[config.mk]
export PLATFORM = sky130hd
export DESIGN_NAME = lps_front_flat
export DESIGN_NICKNAME = d
export VERILOG_FILES = /design/src/rtl/lps_pkg.sv /design/src/rtl/lps_in_if.sv /design/src/rtl/lps_front.sv /design/src/flat_wrapper.sv
export SDC_FILE = /design/constraint.sdc
export NUM_CORES = 1
export LEC_CHECK = 0
export ABC_CLOCK_PERIOD_IN_PS = 1500
export BUFFER_PORTS_ARGS = -buffer_cell sky130_fd_sc_hd__buf_2
export CAP_MARGIN = 40
export CELL_PAD_IN_SITES_DETAIL_PLACEMENT = 0
export CELL_PAD_IN_SITES_GLOBAL_PLACEMENT = 1
export CORE_MARGIN = 2
export CORE_UTILIZATION = 18
export CTS_CLUSTER_DIAMETER = 50
export DETAILED_ROUTE_END_ITERATION = 6
export PLACE_DENSITY_LB_ADDON = 0.1
export REMOVE_ABC_BUFFERS = 1
export SLEW_MARGIN = 5
export SYNTH_ARGS = -nofsm -noshare
export SYNTH_HDL_FRONTEND = slang
export SYNTH_SLANG_ARGS = --single-unit
[constraint.sdc]
create_clock -name i_clk -period 1.5 [get_ports i_clk]
set_input_delay 0.3 -clock i_clk [delete_from_list [all_inputs] [get_ports i_clk]]
set_output_delay 0.3 -clock i_clk [all_outputs]
set_load 0.01 [all_outputs]
[src/rtl/lps_pkg.sv]
// Shared types and constants for the Legendre polynomial series generator.
// No dependencies; every other file of the block imports this package.
`default_nettype none

package lps_pkg;

    // Field widths of the channels and the configuration register.
    localparam int C_X_W     = 32;
    localparam int C_DEG_W   = 6;
    localparam int C_CNT_W   = 7;
    localparam int C_RECIP_W = 32;

    // Depth of the reciprocal ROM, indexed by degree.
    localparam int C_TABLE_DEPTH = 64;

    // Reset value of the order count register.
    localparam logic [C_CNT_W-1:0] C_ORDER_RESET = 7'd64;

    // One in Q2.30.
    localparam logic signed [C_X_W-1:0] C_Q_ONE = 32'sh4000_0000;

    // Saturation bounds of the Q2.30 result.
    localparam logic signed [43:0] C_SUM_MAX = 44'sd2147483647;
    localparam logic signed [43:0] C_SUM_MIN = -44'sd2147483648;

    // Job queue between the front and the back.
    localparam int C_QUEUE_DEPTH = 2;
    localparam int C_QPTR_W      = 1;
    localparam int C_QFILL_W     = 2;

    localparam logic [63:0] C_TWO32 = 64'h1_0000_0000;

    // Reciprocal ROM: entry l holds round(2^32 / l), ties up; entries 0 and 1 unused.
    localparam logic [C_RECIP_W-1:0] C_RECIP [C_TABLE_DEPTH] = '{
        32'd0, 32'd0,
        32'((C_TWO32 + 64'd1)  / 64'd2),  32'((C_TWO32 + 64'd1)  / 64'd3),
        32'((C_TWO32 + 64'd2)  / 64'd4),  32'((C_TWO32 + 64'd2)  / 64'd5),
        32'((C_TWO32 + 64'd3)  / 64'd6),  32'((C_TWO32 + 64'd3)  / 64'd7),
        32'((C_TWO32 + 64'd4)  / 64'd8),  32'((C_TWO32 + 64'd4)  / 64'd9),
        32'((C_TWO32 + 64'd5)  / 64'd10), 32'((C_TWO32 + 64'd5)  / 64'd11),
        32'((C_TWO32 + 64'd6)  / 64'd12), 32'((C_TWO32 + 64'd6)  / 64'd13),
        32'((C_TWO32 + 64'd7)  / 64'd14), 32'((C_TWO32 + 64'd7)  / 64'd15),
        32'((C_TWO32 + 64'd8)  / 64'd16), 32'((C_TWO32 + 64'd8)  / 64'd17),
        32'((C_TWO32 + 64'd9)  / 64'd18), 32'((C_TWO32 + 64'd9)  / 64'd19),
        32'((C_TWO32 + 64'd10) / 64'd20), 32'((C_TWO32 + 64'd10) / 64'd21),
        32'((C_TWO32 + 64'd11) / 64'd22), 32'((C_TWO32 + 64'd11) / 64'd23),
        32'((C_TWO32 + 64'd12) / 64'd24), 32'((C_TWO32 + 64'd12) / 64'd25),
        32'((C_TWO32 + 64'd13) / 64'd26), 32'((C_TWO32 + 64'd13) / 64'd27),
        32'((C_TWO32 + 64'd14) / 64'd28), 32'((C_TWO32 + 64'd14) / 64'd29),
        32'((C_TWO32 + 64'd15) / 64'd30), 32'((C_TWO32 + 64'd15) / 64'd31),
        32'((C_TWO32 + 64'd16) / 64'd32), 32'((C_TWO32 + 64'd16) / 64'd33),
        32'((C_TWO32 + 64'd17) / 64'd34), 32'((C_TWO32 + 64'd17) / 64'd35),
        32'((C_TWO32 + 64'd18) / 64'd36), 32'((C_TWO32 + 64'd18) / 64'd37),
        32'((C_TWO32 + 64'd19) / 64'd38), 32'((C_TWO32 + 64'd19) / 64'd39),
        32'((C_TWO32 + 64'd20) / 64'd40), 32'((C_TWO32 + 64'd20) / 64'd41),
        32'((C_TWO32 + 64'd21) / 64'd42), 32'((C_TWO32 + 64'd21) / 64'd43),
        32'((C_TWO32 + 64'd22) / 64'd44), 32'((C_TWO32 + 64'd22) / 64'd45),
        32'((C_TWO32 + 64'd23) / 64'd46), 32'((C_TWO32 + 64'd23) / 64'd47),
        32'((C_TWO32 + 64'd24) / 64'd48), 32'((C_TWO32 + 64'd24) / 64'd49),
        32'((C_TWO32 + 64'd25) / 64'd50), 32'((C_TWO32 + 64'd25) / 64'd51),
        32'((C_TWO32 + 64'd26) / 64'd52), 32'((C_TWO32 + 64'd26) / 64'd53),
        32'((C_TWO32 + 64'd27) / 64'd54), 32'((C_TWO32 + 64'd27) / 64'd55),
        32'((C_TWO32 + 64'd28) / 64'd56), 32'((C_TWO32 + 64'd28) / 64'd57),
        32'((C_TWO32 + 64'd29) / 64'd58), 32'((C_TWO32 + 64'd29) / 64'd59),
        32'((C_TWO32 + 64'd30) / 64'd60), 32'((C_TWO32 + 64'd30) / 64'd61),
        32'((C_TWO32 + 64'd31) / 64'd62), 32'((C_TWO32 + 64'd31) / 64'd63)
    };

    // One queued job: the argument and the highest degree to emit.
    typedef struct packed {
        logic signed [C_X_W-1:0]   x;
        logic        [C_DEG_W-1:0] last_deg;
    } t_job;

    // Queue status seen by the front and the back.
    typedef struct packed {
        logic full;
        logic empty;
    } t_q_stat;

    // Back-end sequencer states.
    typedef enum logic [2:0] {
        BE_IDLE,
        BE_EMIT,
        BE_MUL_XP,
        BE_SCALE,
        BE_DIFF,
        BE_RECIP,
        BE_SUM
    } t_be_state;

endpackage

`default_nettype wire

[src/rtl/lps_in_if.sv]
// Argument channel: valid/ready handshake carrying one Q2.30 argument word.
// Depends on lps_pkg for field widths.
`default_nettype none

interface lps_in_if;
    import lps_pkg::*;

    logic                    valid;
    logic                    ready;
    logic signed [C_X_W-1:0] arg_x;

    modport source (output valid, output arg_x, input ready);
    modport sink   (input valid, input arg_x, output ready);
endinterface

`default_nettype wire

[src/rtl/lps_front.sv]
// Front end: holds the order count register, accepts arguments and queues jobs.
// Depends on lps_pkg and the lps_in_if interface.
`default_nettype none

module lps_front #(
    parameter int MAX_ORDER = 64
) (
    input  wire logic                      i_clk,
    input  wire logic                      i_rst_n,
    input  wire logic                      i_cfg_we,
    input  wire logic [lps_pkg::C_CNT_W-1:0] i_cfg_wdata,
    lps_in_if.sink                         i_in,
    input  wire lps_pkg::t_q_stat          i_q_stat,
    output logic                           o_push,
    output lps_pkg::t_job                  o_push_data
);
    import lps_pkg::*;

    localparam logic [C_CNT_W-1:0] C_MAX_CNT  = C_CNT_W'(MAX_ORDER);
    localparam logic [C_DEG_W-1:0] C_MAX_LAST = C_DEG_W'(MAX_ORDER - 1);

    logic [C_CNT_W-1:0] r_order_count;
    logic [C_DEG_W-1:0] w_last_deg;

    // Order count register.
    always_ff @(posedge i_clk) begin
        if (!i_rst_n) begin
            r_order_count <= C_ORDER_RESET;
        end else if (i_cfg_we) begin
            r_order_count <= i_cfg_wdata;
        end
    end

    // A zero count emits degree zero only; a count above the limit is clipped.
    always_comb begin
        priority if (r_order_count == '0) begin
            w_last_deg = '0;
        end else if (r_order_count > C_MAX_CNT) begin
            w_last_deg = C_MAX_LAST;
        end else begin
            w_last_deg = C_DEG_W'(r_order_count - 1'b1);
        end
    end

    // Accept a word whenever the queue has room.
    assign i_in.ready           = !i_q_stat.full;
    assign o_push               = i_in.valid && !i_q_stat.full;
    assign o_push_data.x        = i_in.arg_x;
    assign o_push_data.last_deg = w_last_deg;

endmodule

`default_nettype wire

[src/flat_wrapper.sv]
// flat-port wrapper written by rule: the top's interface ports become plain ports
module lps_front_flat import lps_pkg::*;
#(
    parameter int MAX_ORDER = 64
)
  (i_clk, i_rst_n, i_cfg_we, i_cfg_wdata, i_q_stat, o_push, o_push_data, i_in_valid, i_in_arg_x, i_in_ready);
  lps_in_if i_in_i ();
  input  wire logic i_clk;
  input  wire logic i_rst_n;
  input  wire logic i_cfg_we;
  input  wire logic [lps_pkg::C_CNT_W-1:0] i_cfg_wdata;
  input  wire lps_pkg::t_q_stat i_q_stat;
  output logic o_push;
  output lps_pkg::t_job o_push_data;
  input wire logic [$bits(i_in_i.valid)-1:0] i_in_valid;
  input wire logic [$bits(i_in_i.arg_x)-1:0] i_in_arg_x;
  output wire logic [$bits(i_in_i.ready)-1:0] i_in_ready;
  assign i_in_i.valid = i_in_valid;
  assign i_in_i.arg_x = i_in_arg_x;
  assign i_in_ready = i_in_i.ready;
  lps_front #(.MAX_ORDER(MAX_ORDER)) u_core (.i_clk(i_clk), .i_rst_n(i_rst_n), .i_cfg_we(i_cfg_we), .i_cfg_wdata(i_cfg_wdata), .i_in(i_in_i), .i_q_stat(i_q_stat), .o_push(o_push), .o_push_data(o_push_data));
endmodule
* Word-level counts from Yosys, hierarchy flattened
Cells that the tools add are included.
** Word-level totals
- Flip-flop bits (word level) :: 7
- Bits of input ports :: 45
- Output and inout port bits :: 40
- Word-level logic and storage cells :: 8
** Operators by class
- $add $sub $neg :: 1
- $lt $le $gt $ge :: 1
- Muxes and demuxes :: 2
- Reductions and logical operators :: 3
** Operators with widths (number)
- $mux W6 :: 2
- $gt A7 B7 Y1 const B :: 1
- $logic_not A7 Y1 :: 1
- $sub A6 B1 Y6 const B :: 1
- $logic_and A1 B1 Y1 :: 1
- $logic_not A1 Y1 :: 1

* Longest topological paths before layout
- Depth after elaboration :: 3
- Depth in mapped cells :: 5
- Gate-level depth less buffers :: 5

* Worst setup path before layout
No wires, ideal clock.
- Path type :: flip-flop to output port
- Start :: register u_core.r_order_count[3]
- End :: output o_push_data[1] in the netlist's numbering
- Arrival time :: 1308 ps
- Data required time :: 1200 ps
- Path slack :: -108 ps
- Cell stages (with the launch flop) :: 4
- Path buffers :: 0
- Cells stage by stage :: dfxtp_1 or3_4 or2_1 maj3_2
** RTL lines
- start, declared :: RTL line lps_front.sv:22 : logic [C_CNT_W-1:0] r_order_count;
- start signal, assigned :: RTL line lps_front.sv:30 : r_order_count <= i_cfg_wdata;
- end, declared :: RTL line flat_wrapper.sv:14 : output lps_pkg::t_job o_push_data;

==> run_results.csv <==
group,metric,value,unit
status,status,"complete, but fails checks",
status,violations,"setup timing",
route,drc,0,
power,totalPowerFinal,0.739,mW
clock_network,path_clk_slew,40,ps
sta,finalCriticalPeriod,1890,ps
layout,utilization,25.1,%
critical_path,crit_fanout,3,
critical_path,timing.reg2reg.setup_slack,710,ps
critical_path,worstRegToRegCells,3,
global_routing,grt_pass1_wl,3890,um
logic_synthesis,yosysUniqueCellTypes,21,
sta,fmax,529,MHz
layout,layout.nets,140,
run,maxCapViolations,0,
route,wl,2740,um
critical_path,critPathLaunchType,"flop",
clock_network,htreeDepth,1,
power,power_density,799,mW/mm^2
logic_synthesis,ys_seq_area_share,20.1,%
sta,rsz0062_at_grt,"true",
critical_path,critPathKind,"flop to output port",
floorplan,coreArea,0.00369,sq mm
logic_synthesis,yosys_warnings,0,
place,io_buffers,19,
layout,largest_register_ffs,7,
min_path,hold_class,"primary input to flop",
layout,diodes,0,
logic_synthesis,synth-simple-area-share,15.1,%
clock_network,numCtsBuffers,3,
sta,whs,296,ps
critical_path,r2r-end,"u_core.r_order_count[2]",
power,p_leak,0.407,nW
sta,maxSlewViolCount,0,
logic_synthesis,syn-instance-count,83,
layout,top_register,"u_core.r_order_count",
route,antenna_left,0,
logic_synthesis,synth-seq-cells,7,
clock_network,cts-hold-fix-buffers,0,
layout,layout_common_cells,"buf_4 (18), buf_2 (17), nor2b_1 (7), mux2i_1 (7)",
clock_network,root_buffer,"clkbuf_8",
critical_path,cpMaxStageDelayCell,"or3_4",
sta,tns,-1790,ps
critical_path,reg2reg_from,"u_core.r_order_count[2]",
global_routing,grt_max_degree,8,
route,wire_per_inst,19.6,um
sta,hold_viol,0,
logic_synthesis,synth_compound_area_share,6.29,%
route,vias_per_cell,4.21,
logic_synthesis,synth_mux_area_share,10.1,%
floorplan,die-width,66.2,um
critical_path,path_cells,"or3_4, or2_4, maj3_2, buf_6",
route,vias,590,
clock_network,insertion_delay,220,ps
sta,slew_headroom,85.5,%
place,place_congestion,0.615,
critical_path,setup.worst_path.end_class,"output port",
global_routing,antenna_found_initial,0,
logic_synthesis,yosys.area.top_type,"buf_4",
place,dp.cells,132,
clock_network,cts_tree,"built",
layout,synthToLayoutAreaGrowth,32.9,%
logic_synthesis,yosys.area_share.adder,6.83,%
min_path,hold_path.startpoint,"i_cfg_wdata[6]",
sta,skew,0,ps
logic_synthesis,syn_area,696,sq um
layout,fillCellCount,441,
floorplan,die_height,66.2,um
floorplan,start_util,18.9,%
sta,period_share,126,%
sta,setup_ws,-390,ps
logic_synthesis,synth_top_family_by_area,"buffers and inverters",
critical_path,cpPeakStageDelay,400,ps
critical_path,required,1200,ps
floorplan,io_pins,85,
layout,drive_above_1_share,65.2,%
layout,stdcell_count,140,
logic_synthesis,synth_async_sr_flop_share,0,%
logic_synthesis,synth_top_area_share,34.5,%
global_routing,grt-ovfl-total,0,
logic_synthesis,synth_xor_xnor_area_share,3.78,%
global_routing,grt_use_total,13.0,%
logic_synthesis,avgSynthCellArea,8.38,sq um
power,peakVddDrop,0.366,mV
floorplan,rows,22,
layout,reg_top3,"u_core.r_order_count x7",
route,first_iter_violations,8,
logic_synthesis,synth-edff-count,0,
critical_path,worstPathArrival,1590,ps
logic_synthesis,synth_ff_type,"dfxtp_1",
layout,final_common_cell,"buf_4",
clock_network,clock-sinks,7,
floorplan,die_area,0.00438,sq mm
sta,setup_violations,6,
place,dp_hpwl,2180,um
clock_network,cts_max_path_buffers,2,
route,firstDrtPassIters,4,
logic_synthesis,synth_area_leaders,"buf_4 (35%), dfxtp_1 (20%), mux2i_1 (10%)",
min_path,worstHoldPathCells,3,
global_routing,grt_pass1_vias,607,
min_path,hold_end,"u_core.r_order_count[6]",
sta,tightest_slew,216,ps
synthesized netlist by cell type, types with 2 or more instances:
library cell and instances:
buf_4 32, dfxtp_1 7, mux2i_1 7, nor2b_1 7, inv_1 5, a21oi_1 4
o21ai_0 3, ha_1 2, maj3_2 2, nor3_1 2, xnor2_1 2
metal layers:
| layer | track usage [%] | routed length [um] |
|---|---|---|
| met2 | 12.3 | 898 |
| met5 | 11.1 | 0 |
| met3 | 15.2 | 615 |
| met1 | 16.0 | 1210 |
| met4 | 4.34 | 12 |
metrics by stage:
| stage | setup slack (ps) | instance area [sq um] |
|---|---|---|
| 4_1_cts | -416 | 846 |
| 6_report | -390 | 925 |
| 3_3_place_gp | -212 | 719 |
| 5_1_grt | -430 | 925 |
| 2_1_floorplan | -108 | 452 |
| 3_5_place_dp | -210 | 719 |
layout make-up:
cell class | count | area (sq um) | area share [%]
Tap cell | 48 | 60.1 | 6.50
Sequential cell | 7 | 149 | 16.1
Multi-Input combinational cell | 38 | 393 | 42.5
Clock buffer | 4 | 45.0 | 4.87
Timing Repair Buffer | 38 | 254 | 27.5
Inverter | 5 | 23.8 | 2.57
cell families (layout without fill, tap and decap cells):
kind of cell,after synthesis,in the layout
compound gates,8,8
xor+xnor,3,3
fa+ha+maj,4,4
buf+inv,38,47
flops,7,7
mux,7,7
simple gates,16,16
how the worst max path moves through the flow:
stage / from / to / cells past startpoint
global placement: u_core.r_order_count[0] / o_push_data[2] / 6
global route: u_core.r_order_count[4] / o_push_data[1] / 4
CTS: u_core.r_order_count[4] / o_push_data[1] / 4
detailed placement: u_core.r_order_count[0] / o_push_data[2] / 6
floorplan: u_core.r_order_count[3] / o_push_data[1] / 3
finish: u_core.r_order_count[4] / o_push_data[1] / 4
where the power goes:
group / total, mW / switching, mW / leakage, nW / internal, mW
combinational: 0.272 / 0.118 / 0.325 / 0.154
sequential: 0.207 / 0.00956 / 0.0595 / 0.198
clock: 0.259 / 0.0760 / 0.0228 / 0.183
total: 0.739 / 0.204 / 0.407 / 0.535
critical path: cells and delay by family (launching register included):
| family | cells | cell delay [ps] |
|---|---|---|
| simple gates | 2 | 640 |
| flops | 1 | 310 |
| fa+ha+maj | 1 | 300 |
| buf+inv | 1 | 120 |
timing repair:
action,CTS,global route
endpoints found under the setup margin,6,6
hold endpoints to repair,0,0
setup buffers,2,2
pin swaps,5,2
resized for setup,18,14
No activity file was read; power rests on OpenSTA's default activity.
