## src/rtl/lps_pkg.sv

```systemverilog
// Shared types and constants for the Legendre polynomial series generator.
// No dependencies; every other file of the block imports this package.
`default_nettype none

package lps_pkg;

    // Field widths of the channels and the configuration register.
    localparam int C_X_W     = 32;
    localparam int C_DEG_W   = 6;
    localparam int C_CNT_W   = 7;
    localparam int C_RECIP_W = 32;

    // Depth of the reciprocal ROM, indexed by degree.
    localparam int C_TABLE_DEPTH = 64;

    // Reset value of the order count register.
    localparam logic [C_CNT_W-1:0] C_ORDER_RESET = 7'd64;

    // One in Q2.30.
    localparam logic signed [C_X_W-1:0] C_Q_ONE = 32'sh4000_0000;

    // Saturation bounds of the Q2.30 result.
    localparam logic signed [43:0] C_SUM_MAX = 44'sd2147483647;
    localparam logic signed [43:0] C_SUM_MIN = -44'sd2147483648;

    // Job queue between the front and the back.
    localparam int C_QUEUE_DEPTH = 2;
    localparam int C_QPTR_W      = 1;
    localparam int C_QFILL_W     = 2;

    localparam logic [63:0] C_TWO32 = 64'h1_0000_0000;

    // Reciprocal ROM: entry l holds round(2^32 / l), ties up; entries 0 and 1 unused.
    localparam logic [C_RECIP_W-1:0] C_RECIP [C_TABLE_DEPTH] = '{
        32'd0, 32'd0,
        32'((C_TWO32 + 64'd1)  / 64'd2),  32'((C_TWO32 + 64'd1)  / 64'd3),
        32'((C_TWO32 + 64'd2)  / 64'd4),  32'((C_TWO32 + 64'd2)  / 64'd5),
        32'((C_TWO32 + 64'd3)  / 64'd6),  32'((C_TWO32 + 64'd3)  / 64'd7),
        32'((C_TWO32 + 64'd4)  / 64'd8),  32'((C_TWO32 + 64'd4)  / 64'd9),
        32'((C_TWO32 + 64'd5)  / 64'd10), 32'((C_TWO32 + 64'd5)  / 64'd11),
        32'((C_TWO32 + 64'd6)  / 64'd12), 32'((C_TWO32 + 64'd6)  / 64'd13),
        32'((C_TWO32 + 64'd7)  / 64'd14), 32'((C_TWO32 + 64'd7)  / 64'd15),
        32'((C_TWO32 + 64'd8)  / 64'd16), 32'((C_TWO32 + 64'd8)  / 64'd17),
        32'((C_TWO32 + 64'd9)  / 64'd18), 32'((C_TWO32 + 64'd9)  / 64'd19),
        32'((C_TWO32 + 64'd10) / 64'd20), 32'((C_TWO32 + 64'd10) / 64'd21),
        32'((C_TWO32 + 64'd11) / 64'd22), 32'((C_TWO32 + 64'd11) / 64'd23),
        32'((C_TWO32 + 64'd12) / 64'd24), 32'((C_TWO32 + 64'd12) / 64'd25),
        32'((C_TWO32 + 64'd13) / 64'd26), 32'((C_TWO32 + 64'd13) / 64'd27),
        32'((C_TWO32 + 64'd14) / 64'd28), 32'((C_TWO32 + 64'd14) / 64'd29),
        32'((C_TWO32 + 64'd15) / 64'd30), 32'((C_TWO32 + 64'd15) / 64'd31),
        32'((C_TWO32 + 64'd16) / 64'd32), 32'((C_TWO32 + 64'd16) / 64'd33),
        32'((C_TWO32 + 64'd17) / 64'd34), 32'((C_TWO32 + 64'd17) / 64'd35),
        32'((C_TWO32 + 64'd18) / 64'd36), 32'((C_TWO32 + 64'd18) / 64'd37),
        32'((C_TWO32 + 64'd19) / 64'd38), 32'((C_TWO32 + 64'd19) / 64'd39),
        32'((C_TWO32 + 64'd20) / 64'd40), 32'((C_TWO32 + 64'd20) / 64'd41),
        32'((C_TWO32 + 64'd21) / 64'd42), 32'((C_TWO32 + 64'd21) / 64'd43),
        32'((C_TWO32 + 64'd22) / 64'd44), 32'((C_TWO32 + 64'd22) / 64'd45),
        32'((C_TWO32 + 64'd23) / 64'd46), 32'((C_TWO32 + 64'd23) / 64'd47),
        32'((C_TWO32 + 64'd24) / 64'd48), 32'((C_TWO32 + 64'd24) / 64'd49),
        32'((C_TWO32 + 64'd25) / 64'd50), 32'((C_TWO32 + 64'd25) / 64'd51),
        32'((C_TWO32 + 64'd26) / 64'd52), 32'((C_TWO32 + 64'd26) / 64'd53),
        32'((C_TWO32 + 64'd27) / 64'd54), 32'((C_TWO32 + 64'd27) / 64'd55),
        32'((C_TWO32 + 64'd28) / 64'd56), 32'((C_TWO32 + 64'd28) / 64'd57),
        32'((C_TWO32 + 64'd29) / 64'd58), 32'((C_TWO32 + 64'd29) / 64'd59),
        32'((C_TWO32 + 64'd30) / 64'd60), 32'((C_TWO32 + 64'd30) / 64'd61),
        32'((C_TWO32 + 64'd31) / 64'd62), 32'((C_TWO32 + 64'd31) / 64'd63)
    };

    // One queued job: the argument and the highest degree to emit.
    typedef struct packed {
        logic signed [C_X_W-1:0]   x;
        logic        [C_DEG_W-1:0] last_deg;
    } t_job;

    // Queue status seen by the front and the back.
    typedef struct packed {
        logic full;
        logic empty;
    } t_q_stat;

    // Back-end sequencer states.
    typedef enum logic [2:0] {
        BE_IDLE,
        BE_EMIT,
        BE_MUL_XP,
        BE_SCALE,
        BE_DIFF,
        BE_RECIP,
        BE_SUM
    } t_be_state;

endpackage

`default_nettype wire

```

## src/rtl/lps_queue.sv

```systemverilog
// Two-entry job queue between the front and the back of the series generator.
// Depends on lps_pkg for the job and status types.
`default_nettype none

module lps_queue (
    input  wire logic             i_clk,
    input  wire logic             i_rst_n,
    input  wire logic             i_push,
    input  wire lps_pkg::t_job    i_push_data,
    input  wire logic             i_pop,
    output lps_pkg::t_job         o_head,
    output lps_pkg::t_q_stat      o_stat
);
    import lps_pkg::*;

    t_job                 r_slot [C_QUEUE_DEPTH];
    logic [C_QPTR_W-1:0]  r_wr_ptr;
    logic [C_QPTR_W-1:0]  r_rd_ptr;
    logic [C_QFILL_W-1:0] r_fill;

    // Slot storage needs no reset.
    always_ff @(posedge i_clk) begin
        if (i_push) begin
            r_slot[r_wr_ptr] <= i_push_data;
        end
    end

    // Pointers and fill level.
    always_ff @(posedge i_clk) begin
        if (!i_rst_n) begin
            r_wr_ptr <= '0;
            r_rd_ptr <= '0;
            r_fill   <= '0;
        end else begin
            if (i_push) begin
                r_wr_ptr <= r_wr_ptr + 1'b1;
            end
            if (i_pop) begin
                r_rd_ptr <= r_rd_ptr + 1'b1;
            end
            if (i_push && !i_pop) begin
                r_fill <= r_fill + 1'b1;
            end else if (!i_push && i_pop) begin
                r_fill <= r_fill - 1'b1;
            end
        end
    end

    assign o_head       = r_slot[r_rd_ptr];
    assign o_stat.full  = (r_fill == C_QFILL_W'(C_QUEUE_DEPTH));
    assign o_stat.empty = (r_fill == '0);

endmodule

`default_nettype wire

```

## config.mk

```make
export PLATFORM = sky130hd
export DESIGN_NAME = lps_queue
export DESIGN_NICKNAME = d
export VERILOG_FILES = /design/src/rtl/lps_pkg.sv /design/src/rtl/lps_queue.sv
export SDC_FILE = /design/constraint.sdc
export NUM_CORES = 1
export LEC_CHECK = 0
export BUFFER_PORTS_ARGS = -buffer_cell sky130_fd_sc_hd__buf_2
export CORE_ASPECT_RATIO = 1.75
export CORE_MARGIN = 1.5
export CORE_UTILIZATION = 35
export CTS_CLUSTER_DIAMETER = 100
export DETAILED_ROUTE_END_ITERATION = 10
export PLACE_DENSITY = 0.64
export SYNTH_ARGS = -nofsm -noshare
export SYNTH_HDL_FRONTEND = slang
export SYNTH_SLANG_ARGS = --single-unit
export TNS_END_PERCENT = 5
```

## constraint.sdc

```tcl
create_clock -name i_clk -period 4.9 [get_ports i_clk]
set_input_delay 0.735 -clock i_clk [delete_from_list [all_inputs] [get_ports i_clk]]
set_output_delay 0.735 -clock i_clk [all_outputs]
set_load 0.005 [all_outputs]
```

== After elaboration in Yosys (flattened, before gate mapping) ==
Memories as Yosys holds them, arrays and structs flattened. A register that Yosys moved wholly into a read port is not among the register bits.
Index checks and enable logic that the tools add are counted.
Storage, ports and cells
  flip-flop bits (word level): 4
  memory bits (writable): 76
  input bits: 42
  output and inout bits: 40
  logic and storage cells: 21
  memories kept: 1
Memories
  r_slot: words 2, width 38, rd ports 1, clocked after Yosys merged registers in 1, wr ports 1, line lps_queue.sv:16  | t_job r_slot [C_QUEUE_DEPTH];
Operators by class
  add/subtract/negate cells: 4
  eq/ne operators: 1
  mux-type cells: 6
  reductions and logical operators: 6
Operator list (number)
  1-bit two-way mux: 4
  2-bit two-way mux: 2
  1-bit adder, second input constant: 2
  2-bit by 1-bit adder with 2-bit output, second input constant: 1
  2-bit == test, second input constant: 1
  1-bit logical AND: 2
  1-bit logical NOT: 2
  2-bit logical NOT: 1
  2-bit nonzero test: 1
  2-bit by 1-bit subtractor with 2-bit output, second input constant: 1

== Logic depth before layout (Yosys ltp) ==
Gate-level depths: netlist of run 1.
  depth in word-level cells: 4
  gate-level depth with buffers: 5
  mapped depth without buffers: 5

== Worst setup path after synthesis of run 1 ==
No wires, ideal clock.
  kind: input-to-reg
  start point: input i_push
  end point: memory r_slot[0][0] in the netlist's numbering, enable pin
  library setup time: 0.439 ns
  arrival: 2.470 ns
  required time: 4.461 ns
  setup slack: 1.991 ns
  stages on the path: 1
  cell sequence: nor2b_1
On the way
  word-level cells in the longest chain between the ends: 2
RTL lines
  start, declared: line lps_queue.sv:8  | input wire logic i_push,
  1-bit two-way mux: line lps_queue.sv:23  | if (i_push) begin
  1-bit two-way mux (not written as such): line lps_queue.sv:24  | r_slot[r_wr_ptr] <= i_push_data;
  end, declared: line lps_queue.sv:16
Every way passes these cells.

==> impl_results.md, run 1 <==
* Reg clk slew, reported paths at 60 ps
* Vias at 1,534
* Number of cells on the worst reg-to-reg path at 1
* Hold Path Cell Cnt at 2
* Final GP Congestion at 0.678
* Setup bufs post-CTS at 0
* # clock sinks at 81
* Period utilisation layout at 52.3%
* Power Density at 415 mW/mm^2
* Synth Instances at 140
* RSZ-0062 raised after global routing: false
* Slew at the pin closest to its max-slew limit at 1150 ps
* H-tree levels at 3
* First-pass GRT wire length at 7820 um
* IO Pins at 82
* Synth cell types at 18
* TritonCTS clock tree: done
* Fraction of layout cells with a size suffix above 1 at 57.9%
* Critical path arrival at 1830 ps
* Total number of yosys warnings at 0
* Initial core utilization at 35.9%
* Routed Antenna Nets at 0
* Overflow after GRT at 0
* CP Launch Type: flop
* Setup tns final at 0 ps
* Min cycle time layout at 2560 ps
* Status: finished clean
* Area growth syn-to-layout at 25.7%
* Maximum clock insertion buffer count at 2
* Fin. Hold Viols at 0
* Die Span Y at 125 um
* Setup-failing EPs final at 0
* Mapped Area at 0.00296 mm^2
* Max Cap Viol at 0
* ANT cells at 0
* Net Count, Synth at 183
* DR WL/cell at 15.8 um
* DRT Pass-1 Iters at 4
* Core Footprint at 0.00826 mm^2
* Normalized max-slew margin at 22.9%
* CP cell instances: mux2_2 > buf_2
* Clk root buf: clkbuf_16
* CP max-delay cell: dfxtp_2
* CTS Hold Buffers Added at 0
* Largest fanout on the critical path at 38
* Post-synthesis register bit count at 81
* Slowest stage delay, CP at 930 ps
* Post-DP HPWL at 3280 um
* Total GRT Usage at 12.1%
* DP Area at 0.00346 mm^2
* Final instance area at 0.00373 mm^2
* Die Area at 0.00905 mm^2
* Mapped Avg Cell Area at 21.2 um^2
* WL final at 5130 um
* First-iteration detailed-routing DRC count at 52
* Vias in the first global route at 1,599
* IO Port Bufs at 81
* Endpoint class of the critical path: output port
* Vias/cell at 4.72
* Peak VDD IR at 213 uV
* Drt drc at 0
* Worst Hold Class: reg -> reg
* Worst-Skew Late Latency at 330 ps
* Setup CP Type: reg -> out
* Post-Route Skew at 5.54 ps
* Post-cts repair resize count at 0
* Max frequency at 0.391 GHz
* Max Transition Viols Final at 0
* CTS buffer count at 9
* Die Span X at 72.6 um
* Leakage power at 0.00141 uW
* WP data required at 4160 ps
* Pin count of the biggest net entering global routing at 40
* Antenna violations before repair at 0
* Row cnt at 44
* Seq/Total Area, Yosys at 80.4%
* Nets at 271
final cells by class:
cell class	count	area [um^2]
Timing Repair Buffer	81	405
Sequential cell	81	2380
Clock inverter	3	16.3
Clock buffer	13	250
Fill cell	731	4530
Inverter	1	3.75
Tap cell	92	115
Multi-Input combinational cell	54	552
cells in the mapped netlist:
cell type	number	area, um^2
dfxtp_1	5	100
edfxtp_1	76	2280
buf_2	1	5.00
nor2_1	1	3.75
mux2_2	38	428
o21a_1	1	7.51
a21boi_1	1	7.51
buf_6	2	22.5
ha_1	1	12.5
nor2b_1	2	12.5
buf_4	1	7.51
xor2_1	2	17.5
and2_1	4	25.0
and2b_2	1	8.76
xnor2_1	1	8.76
o21ai_0	1	5.00
inv_1	1	3.75
or3_1	1	6.26
cell usage in the layout (no fill, tap or decap), drive strengths merged:
master	instances
a21boi	1
and2	4
and2b	1
buf	81
clkbuf	13
clkinv	2
clkinvlp	1
dfxtp	5
edfxtp	76
ha	1
inv	1
mux2	38
nor2	1
nor2b	2
o21a	1
o21ai	1
or3	1
xnor2	1
xor2	2
registers in the layout (all words and copies together), names as in the netlist, named ones only:
| register | flops |
|---|---|
| r_slot | 76 |
| r_wr_ptr | 1 |
| r_rd_ptr | 1 |
| r_fill | 2 |
path summary, 6_finish.rpt:
kind,startpoint,end,slack (ps)
max,flop,o_head[35],2340
max reg2reg,r_wr_ptr,r_slot[0][6],3260
min reg2reg,r_fill[1],r_fill[1],510
min,r_fill[1],r_fill[1],510
where the power goes:
part	total (uW)	switching (uW)	internal, uW	leakage (uW)
sequential	822	22.2	799	0.000755
combinational	129	54.7	74.7	0.000525
clock	594	239	354	0.000127
total	1540	316	1230	0.00141
critical path: cells and delay by family, from the launching register on:
kind                   cells  cell delay, ps
muxes                      1             430
buffers and inverters      1             130
DFF                        1             930
stage by stage:
step | total power [uW] | utilization [%] | setup slack [ps] | hold slack, ps | std cells
6_report | 1540 | 45.1 | 2340 | 509 | 325
5_1_grt | 1600 | 45.1 | 2200 | 564 | 325
4_1_cts | 1570 | 45.1 | 2240 | 514 | 325
3_5_place_dp | 970 | 41.9 | 2620 | 506 | 309
3_3_place_gp | 965 | 41.9 | 2610 | 490 | 309
2_1_floorplan | 902 | - | 1990 | 466 | 140
layer usage:
layer | vias to the layer above | track usage [%] | part of all wire, %
met5 | - | 0 | 0
met4 | 0 | 6.33 | 1.9
met3 | 9 | 4.69 | 5.0
met2 | 47 | 21.6 | 57
met1 | 757 | 11.5 | 36
li1 | 721 | - | -
cells by family after synthesis:
logic type,count (synthesis),synth area share (%)
multiplexers,38,14.4
adder cells (fa/ha/maj),1,0.422
XOR/XNOR,3,0.887
buffers and inverters,5,1.31
AO/OA/AOI/OAI,3,0.675
flip-flops,81,80.4
AND/OR/NAND/NOR,9,1.90
Note: power is estimated with default switching activity, not from simulation.
==> run 2, diff against run 1 <==
==> constraint.sdc (replaced) <==
create_clock -name i_clk -period 2.54 [get_ports i_clk]
set_input_delay 0.381 -clock i_clk [delete_from_list [all_inputs] [get_ports i_clk]]
set_output_delay 0.381 -clock i_clk [all_outputs]
set_load 0.005 [all_outputs]
==> run 2 against run 1 <==
Combinational power rose by 110%. Wire length rose by 0.80%. Sequential power rose by 91%. First-iteration DRC count rose by 94%. Clock-buffer cell count fell by 2. Register-to-register slack got worse by 2100 ps. Sequential share of layout area fell by 0.38 points. Via count barely moved. Highest routed layer unchanged.
==> impl_results.md, run 2 (synthesis results as in run 1) <==
* Die Span Y at 125 um
* Drt drc at 0
* Worst-Skew Late Latency at 320 ps
* First-iteration detailed-routing DRC count at 101
* Area growth syn-to-layout at 26.5%
* CP Launch Type: flop
* IO Pins at 82
* Power Density at 779 mW/mm^2
* # clock sinks at 81
* Reg clk slew, reported paths at 50 ps
* TritonCTS clock tree: done
* Multi-input gate area at 552 um^2
* Biggest regs: r_slot (76), r_fill (2)
* # placed instances at 312
* Status: finished clean
* Largest fanout on the critical path at 25
* Final core utilization at 45.4%
* Initial core utilization at 35.9%
* Fraction of layout cells with a size suffix above 1 at 58.4%
* Commonest non-fill, non-tap cell in the layout: buf_2
* Max Transition Viols Final at 0
* Fin. Hold Viols at 0
* Maximum clock insertion buffer count at 2
* Peak VDD IR at 382 uV
* Post-DP HPWL at 3460 um
* Setup-failing EPs final at 0
* Most flops, register: r_slot
* Nets at 274
* CTS buffer count at 9
* Overflow after GRT at 0
* Final setup margin at 537 ps
* Critical path arrival at 1620 ps
* ANT cells at 0
* Leakage power at 0.00142 uW
* Routed Antenna Nets at 0
* Antenna violations before repair at 0
* Max frequency at 0.499 GHz
* Vias at 1,533
* IO Port Bufs at 81
* Vias in the first global route at 1,567
* Total GRT Usage at 12.1%
* Die Span X at 72.6 um
* Post-cts repair resize count at 0
* Register Area at 0.00238 mm^2
* Commonest cells after routing, fill and taps aside: buf_2 (81), edfxtp_1 (76), mux2_2 (38)
* Min cycle time layout at 2000 ps
* WL final at 5180 um
* Period utilisation layout at 78.9%
* Setup bufs post-CTS at 0
* DRT Pass-1 Iters at 3
* Pin count of the biggest net entering global routing at 39
* H-tree levels at 3
* WP data required at 2160 ps
* Die Area at 0.00905 mm^2
* Setup Slack @ Placement at 841 ps
* Row cnt at 44
* DR WL/cell at 15.9 um
* Post-route insts no fill at 325
* CTS Hold Buffers Added at 0
* Core Footprint at 0.00826 mm^2
* Setup CP Type: reg -> out
* Clk root buf: clkbuf_16
* Endpoint class of the critical path: output port
* RSZ-0062 raised after global routing: false
* Worst Hold Class: in -> reg
* Setup tns final at 0 ps
* Vias/cell at 4.72
* Max Cap Viol at 0
* Post-Route Skew at 4.17 ps
* Final GP Congestion at 0.678
* # fillers at 746
* Max reg flops at 76
* Slew at the pin closest to its max-slew limit at 580 ps
* Normalized max-slew margin at 61.3%
* First-pass GRT wire length at 7790 um
[run 2: cell types whose count changed in the layout (fill, tap and decap cells not counted)]
cell	change
buf_12	+2
clkinvlp_4	-1
clkbuf_8	-1
buf_4	+1
clkbuf_1	-1
[run 2: metal layers]
metal / share of wire, % / wire [um] / vias to the layer above / GRT usage, %
met3: 5.0 / 258 / 10 / 3.56
met4: 2.5 / 128 / 0 / 7.66
met1: 38 / 1950 / 753 / 12.2
met2: 55 / 2840 / 43 / 21.0
li1: - / - / 727 / -
met5: 0 / 0 / - / 0
[run 2: path summary, 6_finish.rpt]
path,slack (ps),to,startpoint,cells after the start
max,540,o_head[31],flop,3
min,240,r_slot[0][12],i_push_data[12],1
max reg2reg,1140,r_slot[0][35],r_wr_ptr,2
min reg2reg,510,r_fill[1],r_fill[1],2
[run 2: power by group]
part           leakage [uW]  switching, uW  internal, uW
Clock              0.000119            435           639
Combinational      0.000548            121           155
Sequential         0.000755           29.0          1540
Total               0.00142            585          2340
[run 2: final cells by class]
class | instances | share of cell area, %
flip-flops and latches | 81 | 63.6
clock buffers | 11 | 6.21
multi-input cells | 54 | 14.7
repair buffers | 84 | 12.1
inverters | 1 | 0.100
clock inverters | 2 | 0.234
well taps | 92 | 3.07
[run 2: worst max-delay path, stage by stage, from the launching register on]
cell and delay, ps:
dfxtp_2 550, buf_12 230, mux2_2 370, buf_2 130
[run 2: per-stage QoR]
stage	hold slack, ps	area, um^2	power [uW]
after floorplan	466	2970	1740
after global placement	485	3510	1880
final	243	3750	2920
after detailed placement	502	3510	1880
after CTS	226	3750	2970
after global routing	232	3750	3040
==> run 3, diff against run 2 <==
--- a/config.mk
+++ b/config.mk
@@ -5,13 +5,14 @@
 export SDC_FILE = /design/constraint.sdc
 export NUM_CORES = 1
 export LEC_CHECK = 0
+export ABC_AREA = 1
 export BUFFER_PORTS_ARGS = -buffer_cell sky130_fd_sc_hd__buf_2
 export CORE_ASPECT_RATIO = 1.75
 export CORE_MARGIN = 1.5
 export CORE_UTILIZATION = 35
 export CTS_CLUSTER_DIAMETER = 100
 export DETAILED_ROUTE_END_ITERATION = 10
-export PLACE_DENSITY = 0.64
+export PLACE_DENSITY = 0.66
 export SYNTH_ARGS = -nofsm -noshare
 export SYNTH_HDL_FRONTEND = slang
 export SYNTH_SLANG_ARGS = --single-unit
==> constraint.sdc (replaced) <==
create_clock -name i_clk -period 1.7 [get_ports i_clk]
set_input_delay 0.255 -clock i_clk [delete_from_list [all_inputs] [get_ports i_clk]]
set_output_delay 0.255 -clock i_clk [all_outputs]
set_load 0.005 [all_outputs]
==> run 3 against run 2 <==
Critical path depth unchanged. Final area increased by 4.3%. Final cell count increased by 12%. Total power increased by 51%. Sequential share of layout area decreased by 2.6 points. Non-clock buffer count increased by 1. Worst setup slack got worse by 470 ps. Utilization increased by 1.3 points. Register-to-register slack got worse by 560 ps. Critical endpoint is now o_head[37]. Worst hold slack got worse by 130 ps.
==> impl_results.md, run 3 <==
* Core Footprint at 0.00837 mm^2
* Slowest stage delay, CP at 360 ps
* Top post-synthesis cells by area: edfxtp_1 (75%), mux2_4 (9.8%), mux2_2 (6.6%), dfxtp_1 (3.3%), nor2_1 (1.1%)
* Setup CP Type: reg -> out
* DRT Pass-1 Iters at 4
* # fillers at 768
* WL final at 5250 um
* Worst-Skew Late Latency at 320 ps
* Synth cell types at 14
* WP data required at 1440 ps
* Slew at the pin closest to its max-slew limit at 229 ps
* Max frequency at 0.612 GHz
* Max reg flops at 76
* Pin count of the biggest net entering global routing at 39
* Peak VDD IR at 712 uV
* R2r startpoint: r_wr_ptr
* RR Endpoint: r_slot[1][2]
* Worst Hold Class: in -> reg
* Post-synth EDFFs at 76
* First-pass GRT wire length at 7920 um
* Commonest cells after routing, fill and taps aside: buf_2 (81), edfxtp_1 (76), mux2_4 (20)
* CTS Hold Buffers Added at 0
* Antenna violations before repair at 0
* Vias in the first global route at 1,699
* Synth Instances at 153
* Psw at 913 uW
* Fin. Hold Viols at 0
* Max Transition Viols Final at 0
* Nets at 288
* Period utilisation layout at 96.1%
* Yosys top cell area share at 74.8%
* H-tree levels at 3
* Die Span Y at 127 um
* Mapped Avg Cell Area at 19.9 um^2
* CP cell instances: buf_12 > mux2_2 > buf_2
* Post-synthesis register bit count at 81
* Commonest non-fill, non-tap cell in the layout: buf_2
* Clk root buf: clkbuf_16
* Reg power frac at 52.9%
* IO Port Bufs at 81
* Number of cells on the worst reg-to-reg path at 3
* Final GP Congestion at 0.725
* Hold Worst Slack at 115 ps
* Vias at 1,579
* Max Cap Viol at 0
* Maximum clock insertion buffer count at 2
* Setup-failing EPs final at 0
* Vias/cell at 4.33
* Fraction of layout cells with a size suffix above 1 at 55.6%
* Total number of yosys warnings at 0
* Area growth syn-to-layout at 28.1%
* Power Density at 1130 mW/mm^2
* Top FF cell, synth: edfxtp_1
* # clock sinks at 81
* First-iteration detailed-routing DRC count at 67
* Synth top cells by count: edfxtp_1 (76), mux2_4 (20), mux2_2 (18)
* Reg clk slew, reported paths at 60 ps
* Dominant cell type by area after synthesis: edfxtp_1
* ANT cells at 0
* Row cnt at 44
* Die Span X at 73.6 um
* Initial core utilization at 36.5%
* Switching Fraction at 20.7%
* Setup bufs post-CTS at 0
* Post-Route Skew at 3.50 ps
* CP Launch Type: flop
* Logic gate share of total power at 9.6%
* Drt drc at 0
* IO Pins at 82
* Post-cts repair resize count at 1
* Critical path arrival at 1380 ps
* Final setup margin at 66.0 ps
* CP max-delay cell: dfxtp_2
* Internal at 3500 uW
* Largest fanout on the critical path at 21
* DR WL/cell at 14.4 um
* Post-DP HPWL at 3580 um
* Die Area at 0.00931 mm^2
* Mapped Area at 0.00305 mm^2
* Min cycle time layout at 1630 ps
* Endpoint class of the critical path: output port
* Setup Slack @ Placement at 327 ps
* Post-synth ARST share at 0%
* Total GRT Usage at 12.2%
* Final Power at 4410 uW
* RSZ-0062 raised after global routing: false
* Setup tns final at 0 ps
* Leakage power at 0.00154 uW
* CTS buffer count at 9
* Seq/Total Area, Yosys at 78.1%
* Biggest regs: r_slot (76), r_fill (2)
* Most flops, register: r_slot
* Normalized max-slew margin at 84.7%
* Clock network fraction of total power at 37.5%
* TritonCTS clock tree: done
* Top-count cell post-synth: edfxtp_1
* R2r setup slk at 580 ps
* End of the critical path: o_head[37]
* Net Count, Synth at 196
* Status: finished clean
* Overflow after GRT at 0
* Routed Antenna Nets at 0
* Register Area at 0.00238 mm^2
* Multi-input gate area at 608 um^2
run 3: critical path, delay by kind of cell (launching register included):
kind | cells | cell delay, ps
buffers and inverters | 2 | 330
flip-flops | 1 | 360
multiplexers | 1 | 350
run 3: cell type report:
type / count / area share [%]
Sequential cell: 81 / 61.0
Multi-Input combinational cell: 60 / 15.6
Timing Repair Buffer: 85 / 12.3
Clock buffer: 9 / 5.76
Tap cell: 115 / 3.68
Clock inverter: 7 / 0.960
Inverter: 8 / 0.768
run 3: logic make-up (layout without fill, tap and decap cells):
| group | count (synthesis) | in the layout | share of synthesized area (%) |
|---|---|---|---|
| adders and majority gates | 1 | 1 | 0.410 |
| buffers and inverters | 12 | 109 | 2.25 |
| muxes | 38 | 38 | 16.5 |
| DFF | 81 | 81 | 78.1 |
| AOI/OAI and AO/OA | 2 | 2 | 0.328 |
| and+or+nand+nor | 19 | 19 | 2.46 |
run 3: layer usage:
metal  routed length (um)  track usage, %  up-vias
met5                    0               0        -
met4                  190            8.28        0
met3                  280            3.89       12
met2                 3100            23.0       47
met1                 1680            9.93      754
li1                     -               -      766
run 3: worst min path at each step:
stage | slack [ps] | start | cells after the start | endpoint
2_1_floorplan | 350 | i_push_data[0] | 0 | r_slot[0][0]
3_3_place_gp | 440 | i_push_data[36] | 1 | r_slot[1][36]
4_1_cts | 100 | i_push_data[30] | 1 | r_slot[1][30]
5_1_grt | 100 | i_push_data[30] | 1 | r_slot[0][30]
3_5_place_dp | 450 | i_push_data[30] | 1 | r_slot[0][30]
6_report | 110 | i_push_data[30] | 1 | r_slot[1][30]
run 3: through the flow:
stage	cell area (um^2)	instances	util [%]
after floorplan	3060	153	-
after global placement	3640	349	43.5
after detailed placement	3640	349	43.5
after CTS	3910	365	46.7
after global routing	3910	365	46.7
final	3910	365	46.7
run 3: power by group through the flow:
| stage | clock network, uW | registers [uW] | logic [uW] |
|---|---|---|---|
| 3_3_place_gp | 0 | 2370 | 420 |
| 6_report | 1650 | 2340 | 425 |
| 2_1_floorplan | 0 | 2370 | 235 |
| 3_5_place_dp | 0 | 2380 | 433 |
| 5_1_grt | 1790 | 2340 | 468 |
| 4_1_cts | 1720 | 2340 | 435 |
